==> src/rtl/csr_el_pkg.sv <==
// ----------------------------------------------------------------------------
// csr_el_pkg
// Shared types and codes for the CSR sparse matrix element lookup block.
// ----------------------------------------------------------------------------
package csr_el_pkg;

  localparam int unsigned CFG_DW = 9;

  localparam logic [0:0] CFG_ROW_COUNT    = 1'b0;
  localparam logic [0:0] CFG_COLUMN_COUNT = 1'b1;

  typedef enum logic [1:0] {
    REQ_WR_START = 2'd0,
    REQ_WR_ENTRY = 2'd1,
    REQ_LOOKUP   = 2'd2
  } req_e;

  // store write request, issued on an accepted load beat
  typedef struct packed {
    logic               we_row;
    logic               we_ent;
    logic [11:0]        slot;
    logic [12:0]        ptr;
    logic [7:0]         col;
    logic signed [31:0] val;
  } wr_t;

  typedef struct packed {
    logic [8:0]  row_addr;
    logic [12:0] ent_addr;
  } rd_t;

  typedef struct packed {
    logic [12:0]        row_start;
    logic [7:0]         ent_col;
    logic signed [31:0] ent_val;
  } rdata_t;

endpackage

==> src/rtl/csr_el_if.sv <==
// ----------------------------------------------------------------------------
// csr_el_if
// Valid/ready channels for request beats and result beats.
// ----------------------------------------------------------------------------
interface csr_el_in_if;
  logic               valid;
  logic               ready;
  logic [1:0]         req_type;
  logic [11:0]        slot;
  logic [12:0]        pointer_value;
  logic [7:0]         entry_column;
  logic signed [31:0] entry_value;
  logic [7:0]         query_row;
  logic [7:0]         query_col;

  modport source (
    output valid, req_type, slot, pointer_value, entry_column, entry_value,
           query_row, query_col,
    input  ready
  );
  modport sink (
    input  valid, req_type, slot, pointer_value, entry_column, entry_value,
           query_row, query_col,
    output ready
  );
endinterface

interface csr_el_out_if;
  logic               valid;
  logic               ready;
  logic signed [31:0] element_value;
  logic               hit;

  modport source (
    output valid, element_value, hit,
    input  ready
  );
  modport sink (
    input  valid, element_value, hit,
    output ready
  );
endinterface

==> src/rtl/csr_el_seq.sv <==
// ----------------------------------------------------------------------------
// csr_el_seq
// Request sequencer: issues store writes, fetches the row span and scans it
// one entry per cycle through a single column comparator.
// ----------------------------------------------------------------------------
module csr_el_seq #(
  parameter int unsigned MAX_ROWS     = 256,
  parameter int unsigned MAX_NONZEROS = 4096
) (
  input  logic                              clk_i,
  input  logic                              rst_ni,
  input  logic [csr_el_pkg::CFG_DW-1:0]     row_count_i,
  input  logic [csr_el_pkg::CFG_DW-1:0]     column_count_i,
  csr_el_in_if.sink                         in_if,
  csr_el_out_if.source                      out_if,
  output csr_el_pkg::wr_t                   wr_o,
  output csr_el_pkg::rd_t                   rd_o,
  input  csr_el_pkg::rdata_t                rd_data_i
);
  import csr_el_pkg::*;

  localparam logic [31:0] ROW_LIM = 32'(MAX_ROWS);
  localparam logic [31:0] NZ_LIM  = 32'(MAX_NONZEROS);

  typedef enum logic [4:0] {
    S_IDLE  = 5'b00001,
    S_START = 5'b00010,
    S_END   = 5'b00100,
    S_SCAN  = 5'b01000,
    S_DONE  = 5'b10000
  } state_e;

  state_e             state_q, state_d;
  logic               out_valid_q, out_valid_d;
  logic [8:0]         row_q, row_d;
  logic [7:0]         col_q, col_d;
  logic [12:0]        start_q, start_d;
  logic [12:0]        end_q, end_d;
  logic [12:0]        cur_q, cur_d;
  logic signed [31:0] res_val_q, res_val_d;
  logic               res_hit_q, res_hit_d;
  logic signed [31:0] out_val_q, out_val_d;
  logic               out_hit_q, out_hit_d;

  logic        accept;
  logic        out_range;
  logic [12:0] end_clamp;
  logic [12:0] cur_inc;

  assign in_if.ready = (state_q == S_IDLE);
  assign accept      = in_if.valid && in_if.ready;

  assign out_range = (9'(in_if.query_row) >= row_count_i)
                  || (32'(in_if.query_row) >= ROW_LIM)
                  || (9'(in_if.query_col) >= column_count_i);

  assign end_clamp = (32'(rd_data_i.row_start) > NZ_LIM) ? NZ_LIM[12:0]
                                                          : rd_data_i.row_start;
  assign cur_inc   = cur_q + 13'd1;

  always_comb begin
    wr_o.we_row = accept && (in_if.req_type == REQ_WR_START)
               && (32'(in_if.slot) <= ROW_LIM);
    wr_o.we_ent = accept && (in_if.req_type == REQ_WR_ENTRY)
               && (32'(in_if.slot) < NZ_LIM);
    wr_o.slot   = in_if.slot;
    wr_o.ptr    = in_if.pointer_value;
    wr_o.col    = in_if.entry_column;
    wr_o.val    = in_if.entry_value;
  end

  always_comb begin
    rd_o.row_addr = (state_q == S_IDLE) ? 9'(in_if.query_row) : row_q + 9'd1;
    rd_o.ent_addr = (state_q == S_SCAN) ? cur_inc : start_q;
  end

  always_comb begin
    state_d     = state_q;
    out_valid_d = out_valid_q;
    row_d       = row_q;
    col_d       = col_q;
    start_d     = start_q;
    end_d       = end_q;
    cur_d       = cur_q;
    res_val_d   = res_val_q;
    res_hit_d   = res_hit_q;
    out_val_d   = out_val_q;
    out_hit_d   = out_hit_q;

    if (out_valid_q && out_if.ready) begin
      out_valid_d = 1'b0;
    end

    case (state_q)
      S_IDLE: begin
        if (accept && (in_if.req_type == REQ_LOOKUP)) begin
          row_d     = 9'(in_if.query_row);
          col_d     = in_if.query_col;
          res_val_d = '0;
          res_hit_d = 1'b0;
          state_d   = out_range ? S_DONE : S_START;
        end
      end
      S_START: begin
        start_d = rd_data_i.row_start;
        state_d = S_END;
      end
      S_END: begin
        end_d = end_clamp;
        cur_d = start_q;
        if (end_clamp <= start_q) begin
          state_d = S_DONE;
        end else begin
          state_d = S_SCAN;
        end
      end
      S_SCAN: begin
        if (rd_data_i.ent_col == col_q) begin
          res_val_d = rd_data_i.ent_val;
          res_hit_d = 1'b1;
          state_d   = S_DONE;
        end else if (cur_inc >= end_q) begin
          state_d = S_DONE;
        end else begin
          cur_d = cur_inc;
        end
      end
      S_DONE: begin
        if (!out_valid_q || out_if.ready) begin
          out_valid_d = 1'b1;
          out_val_d   = res_val_q;
          out_hit_d   = res_hit_q;
          state_d     = S_IDLE;
        end
      end
      default: begin
        state_d = S_IDLE;
      end
    endcase
  end

  always_ff @(posedge clk_i or negedge rst_ni) begin
    if (!rst_ni) begin
      state_q     <= S_IDLE;
      out_valid_q <= 1'b0;
    end else begin
      state_q     <= state_d;
      out_valid_q <= out_valid_d;
    end
  end

  always_ff @(posedge clk_i) begin
    row_q     <= row_d;
    col_q     <= col_d;
    start_q   <= start_d;
    end_q     <= end_d;
    cur_q     <= cur_d;
    res_val_q <= res_val_d;
    res_hit_q <= res_hit_d;
    out_val_q <= out_val_d;
    out_hit_q <= out_hit_d;
  end

  assign out_if.valid         = out_valid_q;
  assign out_if.element_value = out_val_q;
  assign out_if.hit           = out_hit_q;

  a_beat_from_done: assert property (@(posedge clk_i) disable iff (!rst_ni)
    $rose(out_valid_q) |-> $past(state_q == S_DONE))
    else $error("result beat raised outside done state");

  a_scan_in_span: assert property (@(posedge clk_i) disable iff (!rst_ni)
    (state_q == S_SCAN) |-> (cur_q < end_q) && (32'(end_q) <= NZ_LIM))
    else $error("scan index outside row span");

  a_miss_is_zero: assert property (@(posedge clk_i) disable iff (!rst_ni)
    (out_valid_q && !out_hit_q) |-> (out_val_q == 32'sd0))
    else $error("miss result carries nonzero value");

  a_no_store_write_busy: assert property (@(posedge clk_i) disable iff (!rst_ni)
    (wr_o.we_row || wr_o.we_ent) |-> (state_q == S_IDLE))
    else $error("store write while lookup in progress");

endmodule

==> src/flat_wrapper.sv <==
// flat-port wrapper written by rule: the top's interface ports become plain ports
module csr_el_seq_flat import csr_el_pkg::*;
#(
  parameter int unsigned MAX_ROWS     = 256,
  parameter int unsigned MAX_NONZEROS = 4096
)
  (clk_i, rst_ni, row_count_i, column_count_i, wr_o, rd_o, rd_data_i, in_if_valid, in_if_req_type, in_if_slot, in_if_pointer_value, in_if_entry_column, in_if_entry_value, in_if_query_row, in_if_query_col, in_if_ready, out_if_valid, out_if_element_value, out_if_hit, out_if_ready);
  csr_el_in_if in_if_i ();
  csr_el_out_if out_if_i ();
  input  logic clk_i;
  input  logic rst_ni;
  input  logic [csr_el_pkg::CFG_DW-1:0] row_count_i;
  input  logic [csr_el_pkg::CFG_DW-1:0] column_count_i;
  output csr_el_pkg::wr_t wr_o;
  output csr_el_pkg::rd_t rd_o;
  input  csr_el_pkg::rdata_t rd_data_i;
  input wire logic [$bits(in_if_i.valid)-1:0] in_if_valid;
  input wire logic [$bits(in_if_i.req_type)-1:0] in_if_req_type;
  input wire logic [$bits(in_if_i.slot)-1:0] in_if_slot;
  input wire logic [$bits(in_if_i.pointer_value)-1:0] in_if_pointer_value;
  input wire logic [$bits(in_if_i.entry_column)-1:0] in_if_entry_column;
  input wire logic [$bits(in_if_i.entry_value)-1:0] in_if_entry_value;
  input wire logic [$bits(in_if_i.query_row)-1:0] in_if_query_row;
  input wire logic [$bits(in_if_i.query_col)-1:0] in_if_query_col;
  output wire logic [$bits(in_if_i.ready)-1:0] in_if_ready;
  output wire logic [$bits(out_if_i.valid)-1:0] out_if_valid;
  output wire logic [$bits(out_if_i.element_value)-1:0] out_if_element_value;
  output wire logic [$bits(out_if_i.hit)-1:0] out_if_hit;
  input wire logic [$bits(out_if_i.ready)-1:0] out_if_ready;
  assign in_if_i.valid = in_if_valid;
  assign in_if_i.req_type = in_if_req_type;
  assign in_if_i.slot = in_if_slot;
  assign in_if_i.pointer_value = in_if_pointer_value;
  assign in_if_i.entry_column = in_if_entry_column;
  assign in_if_i.entry_value = in_if_entry_value;
  assign in_if_i.query_row = in_if_query_row;
  assign in_if_i.query_col = in_if_query_col;
  assign in_if_ready = in_if_i.ready;
  assign out_if_valid = out_if_i.valid;
  assign out_if_element_value = out_if_i.element_value;
  assign out_if_hit = out_if_i.hit;
  assign out_if_i.ready = out_if_ready;
  csr_el_seq #(.MAX_ROWS(MAX_ROWS), .MAX_NONZEROS(MAX_NONZEROS)) u_core (.clk_i(clk_i), .rst_ni(rst_ni), .row_count_i(row_count_i), .column_count_i(column_count_i), .in_if(in_if_i), .out_if(out_if_i), .wr_o(wr_o), .rd_o(rd_o), .rd_data_i(rd_data_i));
endmodule
==> config.mk <==
export PLATFORM = sky130hd
export DESIGN_NAME = csr_el_seq_flat
export DESIGN_NICKNAME = d
export VERILOG_FILES = /design/src/rtl/csr_el_pkg.sv /design/src/rtl/csr_el_if.sv /design/src/rtl/csr_el_seq.sv /design/src/flat_wrapper.sv
export SDC_FILE = /design/constraint.sdc
export NUM_CORES = 1
export LEC_CHECK = 0
export ABC_AREA = 1
export BUFFER_PORTS_ARGS = -buffer_cell sky130_fd_sc_hd__buf_2
export CORE_MARGIN = 2
export CORE_UTILIZATION = 50
export CTS_BUF_LIST = sky130_fd_sc_hd__clkbuf_4
export CTS_CLUSTER_SIZE = 30
export DETAILED_ROUTE_END_ITERATION = 16
export PLACE_DENSITY = 0.85
export SLEW_MARGIN = 20
export SYNTH_ARGS = -nofsm -noshare
export SYNTH_HDL_FRONTEND = slang
export SYNTH_SLANG_ARGS = --single-unit
==> constraint.sdc <==
create_clock -name clk_i -period 5 [get_ports clk_i]
set_clock_uncertainty 0.1 [all_clocks]
set_input_delay 1 -clock clk_i [delete_from_list [all_inputs] [get_ports clk_i]]
set_output_delay 1 -clock clk_i [all_outputs]
set_load 0.01 [all_outputs]
==> summary.md <==
| Metric | Value |
|---|---|
| Clock input transition at the sequential cells of the worst setup and hold paths | `0.11 ns` |
| Run status | `completed` |
| Worst skew pair latency | `0.54 ns` |
| Setup crit end kind | `output port` |
| First-iteration detailed-routing DRC count | `325` |
| Part of the power in the clock network | `0.298` |
| Critical path data arrival time | `2.97 ns` |
| Pin count of the biggest net entering global routing | `52` |
| Syn-to-layout area delta | `13.7%` |
| Number of nets with antenna violations after detailed routing | `0` |
| Syn Inst Count | `691` |
| Standard cell core area | `13300 µm²` |
| Logic gate share of total power | `0.205` |
| Number of sinks on the clock net | `127` |
| Post-CTS setup buffers | `0` |
| Iteration count of the initial detailed-routing pass | `5` |
| Overall overflow remaining after global route | `0` |
| YS warnings | `0` |
| Post-synth top area cell | `sky130_fd_sc_hd__edfxtp_1` |
| Post-synth cell types | `42` |
| # port buffers | `175` |
| Bufs on Longest Clock Path | `2` |
| Aggregate negative setup slack | `0 ns` |
| Chip Height | `121 µm` |
| Total count of max-transition violations in the final report | `0` |
| Number of buffers added by the clock tree synthesis step | `17` |
| Seq cells post-synth | `127` |
| Worst hold-check path type | `input pin to asynchronous set/reset pin` |
| Sequential Power Share | `0.497` |
| H-tree level count | `4` |
| Internal power | `1.87 mW` |
| Number of enable-type register cells in the synthesized netlist | `121` |
| Root buffer cell | `sky130_fd_sc_hd__clkbuf_4` |
| Detailed-route vias per instance | `4.80` |
| Post-cts repair resize count | `0` |
| Least setup slack across all paths after layout | `0.932 ns` |
| Total die area | `14600 µm²` |
| Reg-to-Reg End | `u_core.cur_q[0]$_DFFE_PP_` |
| Crit-path max FO | `51` |
| Ordered list of cells on the worst path | `nor2_2 -> nand2_1 -> nor3_2 -> inv_2 -> o21ai_1 -> buf_2` |
| Netlist area before placement | `6840 µm²` |
| Most used flip-flop cell after synthesis | `sky130_fd_sc_hd__edfxtp_1` |
| Via Count | `4810` |
| Final HPWL from detailed placement | `10600 µm` |
| Share of the synthesized area in the top cell type | `0.531` |
| Cell family contributing the most delay on the critical path | `simple AND/OR/NAND/NOR gates` |
| Cell at the slowest stage of the critical path | `sky130_fd_sc_hd__nor3_2` |
| Pwr/cell area | `336 nW/µm²` |
| Final min period | `4.07 ns` |
| Per-instance average area after synthesis | `9.90 µm²` |
| Hold_buf cts | `0` |
| GRT Total Usage | `0.195` |
| Core Rows | `42` |
| Critical path buffers and inverters | `2` |
| Beginning of the worst register-to-register path | `u_core.cur_q[0]$_DFFE_PP_` |
| Global-route wire length before repair | `21600 µm` |
| Antenna violations before repair | `0` |
| Remaining design rule violation count | `0` |
| Worst-case reg-to-reg path depth | `16` |
| Portion of the clock cycle consumed by the worst path in the final layout | `0.814` |
| Worst reg-to-reg setup slack | `1.79 ns` |
| Commonest non-fill, non-tap cells in the layout | `sky130_fd_sc_hd__buf_2, sky130_fd_sc_hd__inv_1, sky130_fd_sc_hd__nand2_1` |
| Vias in the first global route | `4615` |
| Crit-path max cell delay | `0.61 ns` |
| Slew at the pin closest to its max-slew limit | `1.02 ns` |
| WL final | `13700 µm` |
| Max Clock Freq | `0.246 GHz` |
| Drt wl/cell | `13.6 µm` |
| Sequential fraction of the synthesis area | `0.553` |
| Worst vdd ir | `0.187 mV` |
| Effective utilization at floorplan | `0.515` |
| Final hold violation count | `0` |
| Share of cells above drive strength 1 | `0.283` |
| Die Width | `121 µm` |
| Syn nets | `893` |
| CTS tree | `done` |
| Number of ports placed on the die boundary | `282` |
| Sw frac | `0.283` |
| Async set-or-reset flop fraction in the synthesized netlist | `0.0472` |
| Switching power | `0.740 mW` |
| Worst rel slew slack | `0.315` |
| Number of max-capacitance violations reported | `0` |
| Crit path launch type | `register` |
| Top area cells in the synthesized netlist | `sky130_fd_sc_hd__edfxtp_1, sky130_fd_sc_hd__ha_1, sky130_fd_sc_hd__inv_1` |
| Required time of the critical path | `3.90 ns` |
| Setup-failing EPs final | `0` |
| RSZ-0062 raised after global routing | `no` |
| Leakage power summed over all cells | `3.82 nW` |
| Critical path type | `register to output port` |
| WP depth | `6` |
| Most common library cell in the layout ignoring fill and taps | `sky130_fd_sc_hd__buf_2` |
| Worst-case setup slack after placement | `1.51 ns` |
| Weighted congestion reported at the end of routability-driven placement | `0.878` |
| Final Net Count | `1015` |
[state kept, by name (all words and copies together) (netlist names)]
signal and cells:
u_core.out_if.valid 1, u_core.start_q 13, u_core.res_hit_q 1, u_core.row_q 8
u_core.out_if.element_value 32, u_core.state_q 5, u_core.res_val_q 32, u_core.out_if.hit 1
u_core.col_q 8, u_core.end_q 13, u_core.cur_q 13
[stage by stage]
step	hold WS, ns	cells	total power, mW	cell area (µm²)	utilization
2_1_floorplan	0.300	691	1.70	6840	-
3_3_place_gp	0.300	969	1.84	7430	0.559
3_5_place_dp	0.305	969	1.85	7430	0.559
4_1_cts	0.118	1001	2.63	7750	0.583
5_1_grt	0.123	1002	2.75	7780	0.585
6_report	0.152	1003	2.61	7780	0.585
[cell families after synthesis]
logic type               synth area share
flip-flops                          0.553
XOR/XNOR                           0.0177
buffers and inverters               0.157
AND/OR/NAND/NOR                     0.153
AO/OA/AOI/OAI                      0.0391
adder cells (fa/ha/maj)            0.0804
[layout make-up]
type                    instances  area, µm²
diodes                          1       2.50
well taps                     176        220
fillers                      1121       5510
repair buffers                177        911
clock inverters                12        168
clock buffers                  20        150
inverters                     144        541
flip-flops and latches        127       3780
multi-input cells             346       2000
[power by group through the flow]
stage               registers [mW]  logic (mW)  clock network [mW]
floorplan                     1.33       0.374                   0
global placement              1.32       0.518                   0
detailed placement            1.32       0.530                   0
CTS                           1.30       0.536               0.793
global route                  1.31       0.600               0.843
finish                        1.30       0.536               0.778
[routing by layer]
| metal | routed length (µm) | share of wire | vias to the layer above | track usage |
|---|---|---|---|---|
| li1 | - | - | 2396 | - |
| met1 | 6020 | 0.44 | 2166 | 0.242 |
| met2 | 6120 | 0.45 | 204 | 0.301 |
| met3 | 1160 | 0.085 | 44 | 0.0705 |
| met4 | 385 | 0.028 | 0 | 0.0959 |
| met5 | 0 | 0 | - | 0 |
[synthesized netlist by cell type (2+ instances only)]
library cell,instances
sky130_fd_sc_hd__inv_1,140
sky130_fd_sc_hd__nand2_1,127
sky130_fd_sc_hd__edfxtp_1,121
sky130_fd_sc_hd__buf_4,67
sky130_fd_sc_hd__nor2_1,65
sky130_fd_sc_hd__ha_1,44
sky130_fd_sc_hd__a21oi_1,17
sky130_fd_sc_hd__nand3_1,16
sky130_fd_sc_hd__o21ai_0,11
sky130_fd_sc_hd__o21ai_1,11
sky130_fd_sc_hd__xor2_1,7
sky130_fd_sc_hd__nor4_1,6
sky130_fd_sc_hd__dfrtp_1,5
sky130_fd_sc_hd__nand4_1,5
sky130_fd_sc_hd__xnor2_1,5
sky130_fd_sc_hd__clkbuf_1,4
sky130_fd_sc_hd__nor3_1,4
sky130_fd_sc_hd__buf_2,3
sky130_fd_sc_hd__inv_2,3
sky130_fd_sc_hd__nand2_2,3
sky130_fd_sc_hd__nor2_2,3
sky130_fd_sc_hd__nor2_4,2
sky130_fd_sc_hd__nor3_4,2
sky130_fd_sc_hd__o21ai_2,2
[worst max path at each step]
stage                             startpoint                         end  slack [ns]
2_1_floorplan                  rd_data_i[37]  u_core.res_hit_q$_DFFE_PP_        1.47
3_3_place_gp   u_core.state_q[1]$_DFFE_PN0P_                     rd_o[6]        1.65
3_5_place_dp   u_core.state_q[1]$_DFFE_PN0P_                     rd_o[6]        1.51
4_1_cts        u_core.state_q[1]$_DFFE_PN0P_                     rd_o[6]        0.88
5_1_grt        u_core.state_q[1]$_DFFE_PN0P_                     rd_o[0]        0.57
6_report       u_core.state_q[1]$_DFFE_PN0P_                     rd_o[6]        0.93
No activity file was read; power rests on OpenSTA's default activity.
